[src/rtl/core/ztc_pkg.sv]
// ============================================================================
// ztc_pkg
// Shared types and constants for the zone thermostat controller.
// ============================================================================
package ztc_pkg;

    localparam int ROOMS_DEFAULT = 4;

    localparam int TEMP_W  = 12;
    localparam int BAND_W  = 8;
    localparam int MODE_W  = 2;
    localparam int ROOM_W  = 2;
    localparam int LIVE_W  = 4;
    localparam int FAN_W   = 8;
    localparam int MASK_W  = 4;
    localparam int CFG_IDX_W  = 3;
    localparam int CFG_DATA_W = 12;

    // System modes.
    localparam logic [MODE_W-1:0] MODE_OFF  = 2'd0;
    localparam logic [MODE_W-1:0] MODE_COOL = 2'd1;
    localparam logic [MODE_W-1:0] MODE_HEAT = 2'd2;

    // Item kinds.
    localparam logic KIND_REPORT = 1'b0;
    localparam logic KIND_TICK   = 1'b1;

    // Register indexes of the write port.
    localparam logic [CFG_IDX_W-1:0] REG_SETPOINT  = 3'd0;
    localparam logic [CFG_IDX_W-1:0] REG_MODE      = 3'd1;
    localparam logic [CFG_IDX_W-1:0] REG_PRIO_ZONE = 3'd2;
    localparam logic [CFG_IDX_W-1:0] REG_NORM_BAND = 3'd3;
    localparam logic [CFG_IDX_W-1:0] REG_PRIO_BAND = 3'd4;
    localparam logic [CFG_IDX_W-1:0] REG_FAN_WAIT  = 3'd5;

    // Reset values.
    localparam logic signed [TEMP_W-1:0] SETPOINT_RST  = 12'sd88;
    localparam logic signed [TEMP_W-1:0] TEMP_RST      = 12'sd88;
    localparam logic [BAND_W-1:0]        NORM_BAND_RST = 8'd4;
    localparam logic [BAND_W-1:0]        PRIO_BAND_RST = 8'd2;
    localparam logic [FAN_W-1:0]         FAN_WAIT_RST  = 8'd3;

    localparam logic [LIVE_W-1:0] LIVE_RELOAD = 4'hF;

    // Decision of the compare unit for one room.
    typedef struct packed {
        logic act;   // the room's vent command is set this tick
        logic open;  // value it is set to
    } ztc_want_t;

    // Relay bits.
    typedef struct packed {
        logic fan;
        logic cool;
        logic heat;
    } ztc_relay_t;

endpackage

[src/rtl/core/ztc_cmd_if.sv]
// ============================================================================
// ztc_cmd_if
// Input channel: temperature reports and control ticks.
// ============================================================================
interface ztc_cmd_if
    import ztc_pkg::*;
();
    logic                     valid;
    logic                     ready;
    logic                     kind;
    logic [ROOM_W-1:0]        room;
    logic signed [TEMP_W-1:0] reading;

    modport source (output valid, output kind, output room, output reading, input ready);
    modport sink   (input valid, input kind, input room, input reading, output ready);
endinterface

[src/rtl/core/ztc_status_if.sv]
// ============================================================================
// ztc_status_if
// Output channel: relay drives, vent masks and liveness status.
// ============================================================================
interface ztc_status_if
    import ztc_pkg::*;
();
    logic              valid;
    logic              ready;
    logic              heat_on;
    logic              cool_on;
    logic              fan_on;
    logic              hvac_running;
    logic [MASK_W-1:0] vents_open;
    logic [MASK_W-1:0] vents_changed;
    logic [MASK_W-1:0] zones_stale;

    modport source (
        output valid, output heat_on, output cool_on, output fan_on,
        output hvac_running, output vents_open, output vents_changed,
        output zones_stale, input ready
    );
    modport sink (
        input valid, input heat_on, input cool_on, input fan_on,
        input hvac_running, input vents_open, input vents_changed,
        input zones_stale, output ready
    );
endinterface

[src/rtl/core/ztc_zone_cmp.sv]
// ============================================================================
// ztc_zone_cmp
// Shared hysteresis compare unit, evaluated for one room per cycle.
// ============================================================================
module ztc_zone_cmp
    import ztc_pkg::*;
(
    input  logic [MODE_W-1:0]        mode,
    input  logic signed [TEMP_W-1:0] temp,
    input  logic signed [TEMP_W-1:0] setpoint,
    input  logic [BAND_W-1:0]        open_band,
    input  logic [BAND_W-1:0]        normal_band,
    output ztc_want_t                want
);

    localparam int EXT_W = TEMP_W + 1;

    logic signed [EXT_W-1:0] temp_x;
    logic signed [EXT_W-1:0] sp_x;
    logic signed [EXT_W-1:0] ob_x;
    logic signed [EXT_W-1:0] nb_x;
    logic signed [EXT_W-1:0] open_hi;
    logic signed [EXT_W-1:0] open_lo;
    logic signed [EXT_W-1:0] close_hi;
    logic signed [EXT_W-1:0] close_lo;

    // The sums stay within 13 bits for every setpoint and band.
    assign temp_x   = {temp[TEMP_W-1], temp};
    assign sp_x     = {setpoint[TEMP_W-1], setpoint};
    assign ob_x     = {{(EXT_W-BAND_W){1'b0}}, open_band};
    assign nb_x     = {{(EXT_W-BAND_W){1'b0}}, normal_band};
    assign open_hi  = sp_x + ob_x;
    assign open_lo  = sp_x - ob_x;
    assign close_hi = sp_x + nb_x;
    assign close_lo = sp_x - nb_x;

    always_comb
    begin
        want = '0;
        unique case (mode)
            MODE_COOL:
            begin
                if (temp_x > open_hi)
                begin
                    want.act  = 1'b1;
                    want.open = 1'b1;
                end
                else if (temp_x < close_lo)
                begin
                    want.act  = 1'b1;
                    want.open = 1'b0;
                end
            end
            MODE_HEAT:
            begin
                if (temp_x < open_lo)
                begin
                    want.act  = 1'b1;
                    want.open = 1'b1;
                end
                else if (temp_x > close_hi)
                begin
                    want.act  = 1'b1;
                    want.open = 1'b0;
                end
            end
            default:
            begin
                want = '0;
            end
        endcase
    end

endmodule

[src/rtl/core/zone_thermostat_controller.sv]
// ============================================================================
// zone_thermostat_controller
// Multi-room thermostat: stores room reports and, on each control tick,
// walks the rooms through one shared hysteresis compare unit.
// ============================================================================
//
//  Channel   Dir   Handshake        Word
//  cmd       in    valid/ready      kind, room, reading
//  status    out   valid/ready      heat_on, cool_on, fan_on, hvac_running,
//                                   vents_open, vents_changed, zones_stale
//  cfg_*     in    write enable     cfg_index, cfg_data
//
//  A report goes from the idle state to the done state; a tick passes
//  through the scan state, one room per cycle in the shared compare unit,
//  the finish state, which settles relays, fan and liveness, and the done
//  state, which loads the output register. cmd is ready again once the
//  sequencer is back in idle, and only while it is idle; a finished status
//  word waits in the output register, and the next word is held back only
//  while that register is still full. Reset is immediate; no clearing pass.
//
module zone_thermostat_controller
    import ztc_pkg::*;
#(
    parameter int ROOMS = ROOMS_DEFAULT
)
(
    input  logic                  clk,
    input  logic                  rst_n,
    input  logic                  cfg_we,
    input  logic [CFG_IDX_W-1:0]  cfg_index,
    input  logic [CFG_DATA_W-1:0] cfg_data,
    ztc_cmd_if.sink               cmd,
    ztc_status_if.source          status
);

    localparam int IDX_W      = (ROOMS > 1) ? $clog2(ROOMS) : 1;
    localparam int MASK_ROOMS = (ROOMS < MASK_W) ? ROOMS : MASK_W;

    localparam logic [1:0] ST_IDLE   = 2'd0;
    localparam logic [1:0] ST_SCAN   = 2'd1;
    localparam logic [1:0] ST_FINISH = 2'd2;
    localparam logic [1:0] ST_DONE   = 2'd3;

    // Configuration.
    logic signed [TEMP_W-1:0] setpoint_reg;
    logic [MODE_W-1:0]        mode_reg;
    logic [ROOM_W-1:0]        prio_zone_reg;
    logic [BAND_W-1:0]        norm_band_reg;
    logic [BAND_W-1:0]        prio_band_reg;
    logic [FAN_W-1:0]         fan_wait_reg;

    // Room state.
    logic signed [TEMP_W-1:0] temp_reg [ROOMS];
    logic                     vent_reg [ROOMS];
    logic [LIVE_W-1:0]        live_reg [ROOMS];

    // System state.
    logic              running_reg;
    logic [FAN_W-1:0]  fan_count_reg;
    ztc_relay_t        relays_reg;

    // Sequencer.
    logic [1:0]        state_reg;
    logic [IDX_W-1:0]  idx_reg;
    logic              any_reg;
    logic [MASK_W-1:0] changed_reg;

    // Output register.
    logic              out_valid_reg;
    ztc_relay_t        out_relays_reg;
    logic              out_running_reg;
    logic [MASK_W-1:0] out_vents_reg;
    logic [MASK_W-1:0] out_changed_reg;
    logic [MASK_W-1:0] out_stale_reg;

    logic              cmd_fire;
    logic              room_ok;
    logic [IDX_W-1:0]  room_idx;
    logic              is_prio;
    logic [BAND_W-1:0] open_band;
    ztc_want_t         want;

    ztc_relay_t        relays_next;
    logic              running_next;
    logic [FAN_W-1:0]  fan_count_next;

    logic [MASK_W-1:0] vents_mask;
    logic [MASK_W-1:0] stale_mask;

    assign cmd.ready = (state_reg == ST_IDLE);
    assign cmd_fire  = cmd.valid && cmd.ready;
    assign room_ok   = (32'(cmd.room) < ROOMS);
    assign room_idx  = IDX_W'(cmd.room);

    assign is_prio   = (32'(idx_reg) == 32'(prio_zone_reg));
    assign open_band = is_prio ? prio_band_reg : norm_band_reg;

    ztc_zone_cmp u_cmp (
        .mode        (mode_reg),
        .temp        (temp_reg[idx_reg]),
        .setpoint    (setpoint_reg),
        .open_band   (open_band),
        .normal_band (norm_band_reg),
        .want        (want)
    );

    // Configuration writes.
    always_ff @(posedge clk or negedge rst_n)
    begin
        if (!rst_n)
        begin
            setpoint_reg  <= SETPOINT_RST;
            mode_reg      <= MODE_OFF;
            prio_zone_reg <= '0;
            norm_band_reg <= NORM_BAND_RST;
            prio_band_reg <= PRIO_BAND_RST;
            fan_wait_reg  <= FAN_WAIT_RST;
        end
        else if (cfg_we)
        begin
            unique case (cfg_index)
                REG_SETPOINT:  setpoint_reg  <= cfg_data[TEMP_W-1:0];
                REG_MODE:      mode_reg      <= cfg_data[MODE_W-1:0];
                REG_PRIO_ZONE: prio_zone_reg <= cfg_data[ROOM_W-1:0];
                REG_NORM_BAND: norm_band_reg <= cfg_data[BAND_W-1:0];
                REG_PRIO_BAND: prio_band_reg <= cfg_data[BAND_W-1:0];
                REG_FAN_WAIT:  fan_wait_reg  <= cfg_data[FAN_W-1:0];
                default:       ;
            endcase
        end
    end

    // Start, stop and fan delay, settled after the last room.
    always_comb
    begin
        relays_next    = relays_reg;
        running_next   = running_reg;
        fan_count_next = fan_count_reg;
        if (any_reg)
        begin
            if (!running_reg)
            begin
                relays_next      = '0;
                relays_next.cool = (mode_reg == MODE_COOL);
                relays_next.heat = (mode_reg == MODE_HEAT);
                fan_count_next   = FAN_W'(1);
                running_next     = 1'b1;
            end
        end
        else if (running_reg)
        begin
            relays_next    = '0;
            fan_count_next = '0;
            running_next   = 1'b0;
        end
        if (fan_count_next != '0)
        begin
            if (fan_count_next == fan_wait_reg)
            begin
                relays_next.fan = 1'b1;
                fan_count_next  = '0;
            end
            else
            begin
                fan_count_next = fan_count_next + FAN_W'(1);
            end
        end
    end

    // Room state: reports, vent updates and liveness countdown.
    always_ff @(posedge clk or negedge rst_n)
    begin
        if (!rst_n)
        begin
            for (int i = 0; i < ROOMS; i++)
            begin
                temp_reg[i] <= TEMP_RST;
                vent_reg[i] <= 1'b0;
                live_reg[i] <= '0;
            end
        end
        else
        begin
            if (cmd_fire && cmd.kind == KIND_REPORT && room_ok)
            begin
                temp_reg[room_idx] <= cmd.reading;
                live_reg[room_idx] <= LIVE_RELOAD;
            end
            if (state_reg == ST_SCAN && want.act)
            begin
                vent_reg[idx_reg] <= want.open;
            end
            if (state_reg == ST_FINISH)
            begin
                for (int i = 0; i < ROOMS; i++)
                begin
                    if (live_reg[i] != '0)
                    begin
                        live_reg[i] <= live_reg[i] - LIVE_W'(1);
                    end
                end
            end
        end
    end

    // Sequencer and system state.
    always_ff @(posedge clk or negedge rst_n)
    begin
        if (!rst_n)
        begin
            state_reg     <= ST_IDLE;
            idx_reg       <= '0;
            any_reg       <= 1'b0;
            changed_reg   <= '0;
            running_reg   <= 1'b0;
            fan_count_reg <= '0;
            relays_reg    <= '0;
        end
        else
        begin
            unique case (state_reg)
                ST_IDLE:
                begin
                    if (cmd_fire)
                    begin
                        idx_reg     <= '0;
                        any_reg     <= 1'b0;
                        changed_reg <= '0;
                        state_reg   <= (cmd.kind == KIND_TICK) ? ST_SCAN : ST_DONE;
                    end
                end
                ST_SCAN:
                begin
                    if (want.act && want.open)
                    begin
                        any_reg <= 1'b1;
                    end
                    for (int i = 0; i < MASK_ROOMS; i++)
                    begin
                        if (32'(idx_reg) == i && want.act && (vent_reg[i] != want.open))
                        begin
                            changed_reg[i] <= 1'b1;
                        end
                    end
                    if (idx_reg == IDX_W'(ROOMS - 1))
                    begin
                        state_reg <= ST_FINISH;
                    end
                    else
                    begin
                        idx_reg <= idx_reg + IDX_W'(1);
                    end
                end
                ST_FINISH:
                begin
                    relays_reg    <= relays_next;
                    running_reg   <= running_next;
                    fan_count_reg <= fan_count_next;
                    state_reg     <= ST_DONE;
                end
                ST_DONE:
                begin
                    if (!out_valid_reg || status.ready)
                    begin
                        state_reg <= ST_IDLE;
                    end
                end
                default:
                begin
                    state_reg <= ST_IDLE;
                end
            endcase
        end
    end

    always_comb
    begin
        vents_mask = '0;
        stale_mask = '0;
        for (int i = 0; i < MASK_ROOMS; i++)
        begin
            vents_mask[i] = vent_reg[i];
            stale_mask[i] = (live_reg[i] == '0);
        end
    end

    // Output register: loaded once the item is settled and the slot is free.
    always_ff @(posedge clk or negedge rst_n)
    begin
        if (!rst_n)
        begin
            out_valid_reg <= 1'b0;
        end
        else if (state_reg == ST_DONE && (!out_valid_reg || status.ready))
        begin
            out_valid_reg <= 1'b1;
        end
        else if (status.ready)
        begin
            out_valid_reg <= 1'b0;
        end
    end

    always_ff @(posedge clk)
    begin
        if (state_reg == ST_DONE && (!out_valid_reg || status.ready))
        begin
            out_relays_reg  <= relays_reg;
            out_running_reg <= running_reg;
            out_vents_reg   <= vents_mask;
            out_changed_reg <= changed_reg;
            out_stale_reg   <= stale_mask;
        end
    end

    assign status.valid         = out_valid_reg;
    assign status.heat_on       = out_relays_reg.heat;
    assign status.cool_on       = out_relays_reg.cool;
    assign status.fan_on        = out_relays_reg.fan;
    assign status.hvac_running  = out_running_reg;
    assign status.vents_open    = out_vents_reg;
    assign status.vents_changed = out_changed_reg;
    assign status.zones_stale   = out_stale_reg;

    // Heating and cooling are never driven together.
    a_relay_exclusive: assert property (@(posedge clk) disable iff (!rst_n)
        !(relays_reg.heat && relays_reg.cool))
        else $error("heat and cool relays both on");

    // The fan and the fan counter only run while the system is active.
    a_fan_needs_run: assert property (@(posedge clk) disable iff (!rst_n)
        (relays_reg.fan || fan_count_reg != '0) |-> running_reg)
        else $error("fan active while system stopped");

    // A new status word is only loaded from the settled state.
    a_load_from_done: assert property (@(posedge clk) disable iff (!rst_n)
        $rose(out_valid_reg) |-> $past(state_reg) == ST_DONE)
        else $error("status word loaded outside the done state");

    // An accepted tick starts the room scan at the first room.
    a_tick_starts_scan: assert property (@(posedge clk) disable iff (!rst_n)
        (cmd_fire && cmd.kind == KIND_TICK) |=> (state_reg == ST_SCAN && idx_reg == '0))
        else $error("tick did not start a room scan");

endmodule

[src/flat_wrapper.sv]
// flat-port wrapper written by rule: the top's interface ports become plain ports
module zone_thermostat_controller_flat import ztc_pkg::*;
#(
    parameter int ROOMS = ROOMS_DEFAULT
)
  (clk, rst_n, cfg_we, cfg_index, cfg_data, cmd_valid, cmd_kind, cmd_room, cmd_reading, cmd_ready, status_valid, status_heat_on, status_cool_on, status_fan_on, status_hvac_running, status_vents_open, status_vents_changed, status_zones_stale, status_ready);
  ztc_cmd_if cmd_i ();
  ztc_status_if status_i ();
  input  logic clk;
  input  logic rst_n;
  input  logic cfg_we;
  input  logic [CFG_IDX_W-1:0] cfg_index;
  input  logic [CFG_DATA_W-1:0] cfg_data;
  input wire logic [$bits(cmd_i.valid)-1:0] cmd_valid;
  input wire logic [$bits(cmd_i.kind)-1:0] cmd_kind;
  input wire logic [$bits(cmd_i.room)-1:0] cmd_room;
  input wire logic [$bits(cmd_i.reading)-1:0] cmd_reading;
  output wire logic [$bits(cmd_i.ready)-1:0] cmd_ready;
  output wire logic [$bits(status_i.valid)-1:0] status_valid;
  output wire logic [$bits(status_i.heat_on)-1:0] status_heat_on;
  output wire logic [$bits(status_i.cool_on)-1:0] status_cool_on;
  output wire logic [$bits(status_i.fan_on)-1:0] status_fan_on;
  output wire logic [$bits(status_i.hvac_running)-1:0] status_hvac_running;
  output wire logic [$bits(status_i.vents_open)-1:0] status_vents_open;
  output wire logic [$bits(status_i.vents_changed)-1:0] status_vents_changed;
  output wire logic [$bits(status_i.zones_stale)-1:0] status_zones_stale;
  input wire logic [$bits(status_i.ready)-1:0] status_ready;
  assign cmd_i.valid = cmd_valid;
  assign cmd_i.kind = cmd_kind;
  assign cmd_i.room = cmd_room;
  assign cmd_i.reading = cmd_reading;
  assign cmd_ready = cmd_i.ready;
  assign status_valid = status_i.valid;
  assign status_heat_on = status_i.heat_on;
  assign status_cool_on = status_i.cool_on;
  assign status_fan_on = status_i.fan_on;
  assign status_hvac_running = status_i.hvac_running;
  assign status_vents_open = status_i.vents_open;
  assign status_vents_changed = status_i.vents_changed;
  assign status_zones_stale = status_i.zones_stale;
  assign status_i.ready = status_ready;
  zone_thermostat_controller #(.ROOMS(ROOMS)) u_core (.clk(clk), .rst_n(rst_n), .cfg_we(cfg_we), .cfg_index(cfg_index), .cfg_data(cfg_data), .cmd(cmd_i), .status(status_i));
endmodule
[config.mk]
export PLATFORM = sky130hd
export DESIGN_NAME = zone_thermostat_controller_flat
export DESIGN_NICKNAME = d
export VERILOG_FILES = /design/src/rtl/core/ztc_pkg.sv /design/src/rtl/core/ztc_cmd_if.sv /design/src/rtl/core/ztc_status_if.sv /design/src/rtl/core/ztc_zone_cmp.sv /design/src/rtl/core/zone_thermostat_controller.sv /design/src/flat_wrapper.sv
export SDC_FILE = /design/constraint.sdc
export NUM_CORES = 1
export LEC_CHECK = 0
export ABC_AREA = 1
export BUFFER_PORTS_ARGS = -buffer_cell sky130_fd_sc_hd__buf_4
export CAP_MARGIN = 20
export CORE_MARGIN = 2
export CORE_UTILIZATION = 45
export CTS_BUF_LIST = sky130_fd_sc_hd__clkbuf_4 sky130_fd_sc_hd__clkbuf_8
export DETAILED_ROUTE_END_ITERATION = 16
export GPL_TIMING_DRIVEN = 0
export PLACE_DENSITY_LB_ADDON = 0.2
export SLEW_MARGIN = 20
export SYNTH_ARGS = -nofsm -noshare
export SYNTH_HDL_FRONTEND = slang
export SYNTH_SLANG_ARGS = --single-unit
export TNS_END_PERCENT = 5
[constraint.sdc]
create_clock -name clk -period 4.48 [get_ports clk]
set_input_delay 0.896 -clock clk [delete_from_list [all_inputs] [get_ports clk]]
set_output_delay 0.896 -clock clk [all_outputs]
set_load 0.01 [all_outputs]
---- Yosys cells after proc, flatten, opt, wreduce, memory -nomap -nowiden ----
Cells that the tools add are included.
storage, ports and cells
  register bits after elaboration ......... 146
  input bits .............................. 35
  output and inout port bits .............. 18
cells by class
  magnitude comparators ................... 8
  multiplexer cells ....................... 53
  reductions and logical operators ........ 46
  bitwise operators ....................... 4
  eq/ne operators ......................... 29
  add/subtract/negate cells ............... 10
operators with widths
  kind                                                                 number
  48-bit bitwise mux                                                   1
  8-bit 2-to-1 mux                                                     6
  12-bit 2-to-1 mux                                                    3
  16-bit 2-to-1 mux                                                    2
  12-bit by 9-bit adder with 13-bit output                             2
  12-bit by 13-bit greater-than comparator with 1-bit output           2
  12-bit by 13-bit less-than comparator with 1-bit output              2
  12-bit by 9-bit subtractor with 13-bit output                        2
  12-bit binary-select mux with 2-bit select                           1
  12-bit demux with 2-bit select                                       1
  4-bit 2-to-1 mux                                                     6
  3-bit AND reduction                                                  8
  2-bit 2-to-1 mux                                                     10
  2-bit != test (second input constant)                                9
  4-bit logical NOT                                                    4
  16-bit OR                                                            1
  4-bit nonzero test                                                   4
  4-bit by 1-bit subtractor with 4-bit output (second input constant)  4
  1-bit logical AND                                                    15
  1-bit 2-to-1 mux                                                     12
  2-bit AND reduction                                                  6
  2-bit equality test (second input constant)                          5
  3-bit 2-to-1 mux                                                     3
  8-bit by 1-bit adder with 8-bit output (second input constant)       1
  26 further kinds                                                     40

---- Depth between registers and ports, before layout ----
Gate-level depths: netlist (run 1).
  depth after elaboration ................. 12
  mapped depth ............................ 35

---- By module ----
From an unflattened synthesis (run 1), not the netlist that was laid out.
unflattened totals
  cell total of the unflattened synthesis .. 1264
  area, all modules ....................... 10090.9 sq um
modules (own cells, without submodules)
  module                      area an instance (sq um)  instances  sequential area each (sq um)  cells an instance
  zone_thermostat_controller  6894.1                    1          3757.4                        780
  ztc_zone_cmp                3196.8                    1          0.0                           484

---- Least setup slack after synthesis (run 1) ----
No wires, ideal clock.
  path type ............................... register to register
  start point ............................. register u_core.idx_reg[0]
  end point ............................... register u_core.vent_reg[3] (netlist bit)
  data arrival time ....................... 4006 ps
  stages on the path, launching flop included .. 32
  path slack .............................. 354 ps
  path buffers ............................ 1
  cells stage by stage .................... dfrtp_1 > buf_6 > xnor2_1 > nand2_1 > mux2_2 > ha_1 > fa_1 > a21oi_1 > o21bai_1 > a21oi_1 > o21bai_1 > a21o_1 > nand2_1 > nand2_1 > nand2_1 > o21ai_0 > ha_1 > nand2_1 > inv_1 > nand3_1 > nor2_1 > o21ai_0 > nand2_1 > nand2_1 > nand2_1 > nand2_1 > nand2_4 > nand2_4 > nand2_4 > nand2_4 > o21ai_1 > nand2_1
on the way
  longest elaborated chain between the ends .. 9
  elaborated cells between the ends (all ways) .. 24
  those cells by class .................... add/sub: 2; order compare: 6; eq/ne: 1; mux: 12; bitwise: 1; reduce/logical: 2
ends and longest elaborated chain
  element                                                                                                line                               text
  from (decl)                                                                                            zone_thermostat_controller.sv:64   logic [IDX_W-1:0] idx_reg;
  from (signal assigned)                                                                                 zone_thermostat_controller.sv:251  idx_reg <= idx_reg + IDX_W'(1);
  parallel branches: the longest is 9 deep, another holds 12-bit by 9-bit subtractor with 13-bit output  -
  to (signal, indexed assignment)                                                                        zone_thermostat_controller.sv:191  vent_reg[idx_reg] <= want.open;
  to (decl)                                                                                              zone_thermostat_controller.sv:54   logic vent_reg [ROOMS];
Parallel ways; which one is timed is not known. The select of a mux whose other input is x is not followed.
A chain may end at the register's enable or synchronous reset.

---- Worst setup path in the final report (run 1) ----
  start point ............................. register u_core.idx_reg[0]
  end point ............................... register u_core.vent_reg[1] (netlist bit)
The elaborated chain is that of the path after synthesis.

==> results.toml, run 1 <==
[setup_path]
max_stage_delay_ns = 0.40
crit_required_ns = 4.86
startpoint_type = "register"
endpoint_kind = "register"
crit_type = "register to register"
crit_fanout = 9
cp_slowest_cell = "dfrtp_1"
crit_arrival_ns = 4.79

[grt]
grt_max_degree = 86
grt-ovfl-total = 0
grtUsageTotal_pct = 22.7
grt_pass1_vias = 7630
antenna_found_initial = 0
grt_pass1_wl_um = 39300

[clocking]
numClockSinks = 146
clkTransAtPathRegs_ns = 0.09
hold_buffers = 0
cts_tree = "done"
clock-root-buffer = "clkbuf_8"
numCtsBuffers = 17
cts_buffer_depth = 2
htreeDepth = 4
clock_latency_ns = 0.46

[place]
dp_hpwl_um = 17800
postPlaceCellArea_sq_mm = 0.0103
dpl_worst_slack_ns = -0.688
place_congestion = 0.854
port-buffer-count = 52

[synth]
ys_ff_latch = 146
synth_edf_count = 16
async_flop_share_pct = 89.0
syn_inst = 1186
syn_area_sq_mm = 0.00951
yosysSeqAreaShare_pct = 39.5
syn_area_per_cell_sq_um = 8.02
synthDistinctLibCells = 51
yosysWarnings = 0
synth-main-ff-cell = "dfrtp_1"
syn_nets = 1327

[cells_and_area]
area_growth_pct = 16.7
fin_nets = 1424
multi_input_area_sq_mm = 0.00517
insertedDiodeCount = 0
final_util_pct = 53.1
drive_above_1_share_pct = 14.7
regArea_sq_mm = 0.00376
nFillCells = 2009
stdcell_area_sq_mm = 0.0111
largest_reg_flops = 48

[routing]
postRouteAntennaNets = 0
met1Wirelength_um = 11400
drtIter0Drc = 427
drcViolationCount = 0
viasPerCell = 5.10
met2_length_um = 11200
wl_um = 24100
met3_length_um = 1220
maxUsedRoutingLayer = "met4"
vias = 8019
avgRoutedWirePerCell_um = 15.3
first_pass_iters = 5

[timing]
relSlewSlack_pct = 38.4
whs_ns = 0.313
worst_pin_slew_ns = 0.924
hold_violations = 0
setup_slack_ns = 0.0639
timing.fmax_mhz = 226
rsz0062_at_grt = "yes"
fin_setup_tns_ns = 0
period_needed_ns = 4.42
finalSetupViolCount = 0
slew_violations = 0
post-route-period-util_pct = 98.6
fin_skew_ns = 0.0171

[min_path]
hp-class = "input port to asynchronous set/reset pin"

[floorplanning]
dieWidth_um = 149
io_pins = 53
initial_core_util_pct = 45.5
die_area_sq_mm = 0.0223
core_area_sq_mm = 0.0209
row_count = 53
fp.dieH_um = 149

[power]
pwr_density_cell_mw_per_mm2 = 697
peakVddDrop_uv = 299
leakage_uw = 0.00557

[outcome]
outcome = "completed"

[run]
cap_violations = 0
==> placed cells by master, fill, tap and decap left out, drive strengths merged, types with 2 or more instances in the layout <==
cell      count
a21oi        55
xor2         35
dfrtp       111
buf          83
nand3        41
o22ai        15
nor3          8
nand4         7
clkinv        4
nor2         87
a221oi        2
o21ai       179
edfxtp       16
nor4          4
o311ai        2
fa            4
inv         170
and3          2
clkbuf       49
nand2       252
o21bai        7
ha          102
nand3b        2
clkinvlp      3
a32oi         3
xnor2        13
bufinv        2
a31oi         5
or2           3
dfstp        19
a21o          2
==> routing by layer <==
layer | global-route usage, % | up-vias
met1 | 31.6 | 3761
met2 | 36.5 | 152
met5 | 0 | -
met3 | 4.01 | 19
met4 | 6.33 | 0
li1 | - | 4087
==> final cells by class <==
type                            instances  share of cell area [%]
Sequential cell                       146                    33.9
Clock inverter                         10                    1.13
Clock buffer                           22                    2.62
Tap cell                              275                    3.10
Buffer                                 32                    1.33
Inverter                              169                    5.74
Timing Repair Buffer                   78                    5.59
Multi-Input combinational cell        839                    46.6
==> critical path: cells and delay by family, from the launching register on <==
family,cells,cell delay [ns]
xor gates and xnor gates,1,0.16
AOI/OAI and AO/OA,9,1.08
buffers and inverters,2,0.19
muxes,1,0.35
adders and majority gates,3,0.77
DFF,1,0.40
and+or+nand+nor,16,1.40
==> path summary, 6_finish.rpt <==
kind                                  startpoint                              to  slack, ns  cells past startpoint
max                            u_core.idx_reg[0]              u_core.vent_reg[1]       0.06                     32
min                                        rst_n             u_core.live_reg[13]       0.31                      1
max reg2reg                    u_core.idx_reg[0]              u_core.vent_reg[1]       0.06                     32
min reg2reg                u_core.changed_reg[1]  u_core.status.vents_changed[1]       0.45                      0
max in group asynchronous                  rst_n          u_core.setpoint_reg[4]       3.37                      2
min in group clk           u_core.changed_reg[1]  u_core.status.vents_changed[1]       0.45                      0
==> through the flow <==
| stage | power [uW] | std cells |
|---|---|---|
| 5_1_grt | 8510 | 1571 |
| 3_3_place_gp | 6090 | 1513 |
| 4_1_cts | 7550 | 1562 |
| 6_report | 7730 | 1571 |
| 2_1_floorplan | 5090 | 1186 |
| 3_5_place_dp | 6220 | 1515 |
==> cells in the mapped netlist, types with 13 or more instances <==
| library cell | number | area share, % |
|---|---|---|
| xnor2_1 | 13 | 1.2 |
| a21oi_1 | 55 | 2.9 |
| o22ai_1 | 15 | 0.99 |
| xor2_1 | 35 | 3.2 |
| nand2_1 | 245 | 9.7 |
| dfrtp_1 | 111 | 29 |
| clkbuf_1 | 28 | 1.1 |
| nor2_1 | 86 | 3.4 |
| dfstp_2 | 19 | 5.3 |
| inv_1 | 166 | 6.6 |
| o21ai_0 | 171 | 9.0 |
| edfxtp_1 | 16 | 5.1 |
| ha_1 | 102 | 13 |
| nand3_1 | 39 | 2.1 |
==> power breakdown <==
group	switching (uW)	internal (uW)
Sequential	296	1850
Clock	542	558
Combinational	2730	1750
==> cell families (layout without fill, tap and decap cells) <==
family,Yosys count,count (layout),synth area share [%]
buffers and inverters,201,311,8.07
flip-flops,146,146,39.5
multiplexers,2,2,0.224
adder cells (fa/ha/maj),106,106,14.3
XOR/XNOR,48,48,4.42
AND/OR/NAND/NOR,407,407,17.9
AO/OA/AOI/OAI,276,276,15.6
==> what timing repair did <==
item / CTS / global route
gates resized for setup: 36 / 28
setup buffers: 15 / 9
pin swaps: 16 / 22
endpoints found under the setup margin: 9 / 9
Note: power is estimated with default switching activity, not from simulation.
==> run 2: changes to the inputs <==
--- a/config.mk
+++ b/config.mk
@@ -5,7 +5,6 @@
 export SDC_FILE = /design/constraint.sdc
 export NUM_CORES = 1
 export LEC_CHECK = 0
-export ABC_AREA = 1
 export BUFFER_PORTS_ARGS = -buffer_cell sky130_fd_sc_hd__buf_4
 export CAP_MARGIN = 20
 export CORE_MARGIN = 2
@@ -17,5 +16,6 @@
 export SLEW_MARGIN = 20
 export SYNTH_ARGS = -nofsm -noshare
 export SYNTH_HDL_FRONTEND = slang
+export SYNTH_HIERARCHICAL = 1
 export SYNTH_SLANG_ARGS = --single-unit
 export TNS_END_PERCENT = 5
==> run 2 against run 1 <==
Effect of this change: the flow now finishes with violations (setup timing); clock power hardly changed; utilization is 0.75 points higher; power is 3.6% higher; critical endpoint is now u_core/changed_reg[3]; largest power group unchanged.
==> results.toml, run 2 <==
[cells_and_area]
stdcell_count = 1318
layout_commonest_cell = "dfrtp_1"
fin_nets = 1166
final_util_pct = 53.9
mostFrequentLayoutCells = "dfrtp_1 (110), ha_1 (91), mux2_2 (83)"
drive_above_1_share_pct = 29.6
nFillCells = 1902
area_growth_pct = 16.9
largest_reg_flops = 48
multi_input_area_sq_mm = 0.00584
regArea_sq_mm = 0.00376
insertedDiodeCount = 0

[grt]
grt_pass1_vias = 7017
grt_pass1_wl_um = 36400
grt-ovfl-total = 0
grt_max_degree = 72
grtUsageTotal_pct = 20.7
antenna_found_initial = 0

[synth]
syn_nets = 1077
synth_common_cells = "dfrtp_1 (111), ha_1 (97), mux2_2 (90), inv_1 (71), nand2_1 (68)"
yosysWarnings = 6
synth_top_family_by_area = "multiplexers"
synth-xor-area-share_pct = 4.50
yosysSeqAreaShare_pct = 38.5
synth_most_common_cell = "dfrtp_1"
synth_fa_ha_area_share_pct = 13.4
syn_area_per_cell_sq_um = 10.4
syn_area_sq_mm = 0.00975
synth_top_cell_by_area = "dfrtp_1"
synthMuxAreaShare_pct = 13.5
syn_inst = 941
synth-simple-area-share_pct = 12.6
synthTopCellsByArea = "dfrtp_1 (28%), ha_1 (12%), mux2_2 (10%), dfstp_2 (5.1%), edfxtp_1 (4.9%)"
ys_ff_latch = 146
synth_edf_count = 16
async_flop_share_pct = 89.0
synth_compound_area_share_pct = 13.1
synth-main-ff-cell = "dfrtp_1"
synthDistinctLibCells = 79
yosysTopAreaCellShare_pct = 28.5

[setup_path]
endpoint_kind = "register"
r2r_slack_ns = -0.24
r2r-end = "u_core/changed_reg[3]"
crit_fanout = 5
crit_type = "register to register"
reg2reg_depth = 21
r2r-start = "u_core/idx_reg[0]"
setup.worst_path.end = "u_core/changed_reg[3]"
crit_required_ns = 4.83
startpoint_type = "register"
crit_arrival_ns = 5.07
startpoint = "u_core/idx_reg[0]"

[floorplanning]
io_pins = 53
core_area_sq_mm = 0.0212
row_count = 53
initial_core_util_pct = 46.1
dieWidth_um = 151
fp.dieH_um = 151
die_area_sq_mm = 0.0229

[timing]
rsz0062_at_grt = "yes"
post-route-period-util_pct = 105
relSlewSlack_pct = 45.9
setup_slack_ns = -0.237
whs_ns = 0.332
period_needed_ns = 4.72
worst_pin_slew_ns = 0.811
finalSetupViolCount = 9
timing.fmax_mhz = 212
fin_skew_ns = 0.0160
slew_violations = 0
fin_setup_tns_ns = -1.95
hold_violations = 0

[outcome]
violations = "setup timing"
outcome = "finished, violations left"

[clocking]
clkTransAtPathRegs_ns = 0.09
cts_tree = "done"
htreeDepth = 4
clock_latency_ns = 0.47
numClockSinks = 146
numCtsBuffers = 17
clock-root-buffer = "clkbuf_8"
hold_buffers = 0
cts_buffer_depth = 2

[place]
placedCellCount = 1267
dpl_worst_slack_ns = -0.950
place_congestion = 0.836
port-buffer-count = 50
dp_hpwl_um = 16600

[power]
peakVddDrop_uv = 334
leakage_uw = 0.00506
pwr_density_cell_mw_per_mm2 = 702

[routing]
wl_um = 22700
first_pass_iters = 5
avgRoutedWirePerCell_um = 17.3
viasPerCell = 5.52
vias = 7280
drcViolationCount = 0
postRouteAntennaNets = 0
drtIter0Drc = 353

[min_path]
hp-class = "input port to asynchronous set/reset pin"

[run]
cap_violations = 0
run 2: kinds of logic (layout without fill, tap and decap cells):
group / count (synthesis) / in the layout
compound gates: 192 / 192
simple gates: 243 / 243
buf+inv: 105 / 207
xor+xnor: 48 / 48
mux: 105 / 105
fa+ha+maj: 102 / 102
flops: 146 / 146
run 2: critical path, stage by stage, from the launching register on:
cell	delay (ns)
dfrtp_1	0.43
xor2_2	0.21
nor2_4	0.17
mux2_4	0.20
ha_4	0.13
inv_2	0.04
fa_2	0.41
o21ba_4	0.24
o21ai_4	0.13
a21oi_2	0.08
nor2_2	0.20
o2111ai_2	0.16
xor2_1	0.20
ha_1	0.32
nand4_1	0.20
o41a_1	0.51
a221oi_2	0.31
o22ai_2	0.12
buf_6	0.16
nor2b_4	0.14
a31oi_1	0.18
nor2_1	0.06
run 2: worst min-delay path by stage:
stage / endpoint / cells after the start / slack [ns]
global placement: u_core/status.fan_on / 0 / 0.44
finish: u_core/setpoint_reg[10] / 1 / 0.33
CTS: u_core/setpoint_reg[10] / 1 / 0.33
detailed placement: u_core/status.fan_on / 0 / 0.43
floorplan: u_core/status.fan_on / 0 / 0.42
global route: u_core/setpoint_reg[8] / 1 / 0.34
run 2: layer usage:
metal  track usage, %  routed length, um
met1             29.4              10900
met2             32.7              10700
met3             3.70                900
met4             5.09                249
met5                0                  0
run 2: cell type report:
type,count,area share [%]
multi-input cells,690,51.3
flip-flops and latches,146,33.0
repair buffers,73,5.23
well taps,275,3.02
inverters,72,2.37
clock buffers,20,2.36
clock inverters,12,1.38
plain buffers,30,1.38
run 2: report_power, final:
part	leakage [uW]	switching, uW	internal, uW
registers	0.00173	288	1820
logic	0.00312	2600	2160
clock network	0.000209	536	588
total	0.00506	3430	4580
run 2: metrics by stage:
step                total power, uW  area [sq um]
finish                         8010         11400
global route                   8670         11400
detailed placement             6390         10600
floorplan                      5280          9810
global placement               6290         10500
CTS                            7730         11100
run 2: repair_timing:
action | CTS | global route
gates resized for setup | 29 | 34
buffers inserted | 9 | 13
hold endpoints to repair | 0 | 0
setup endpoints to repair | 9 | 9
pin swaps | 29 | 27
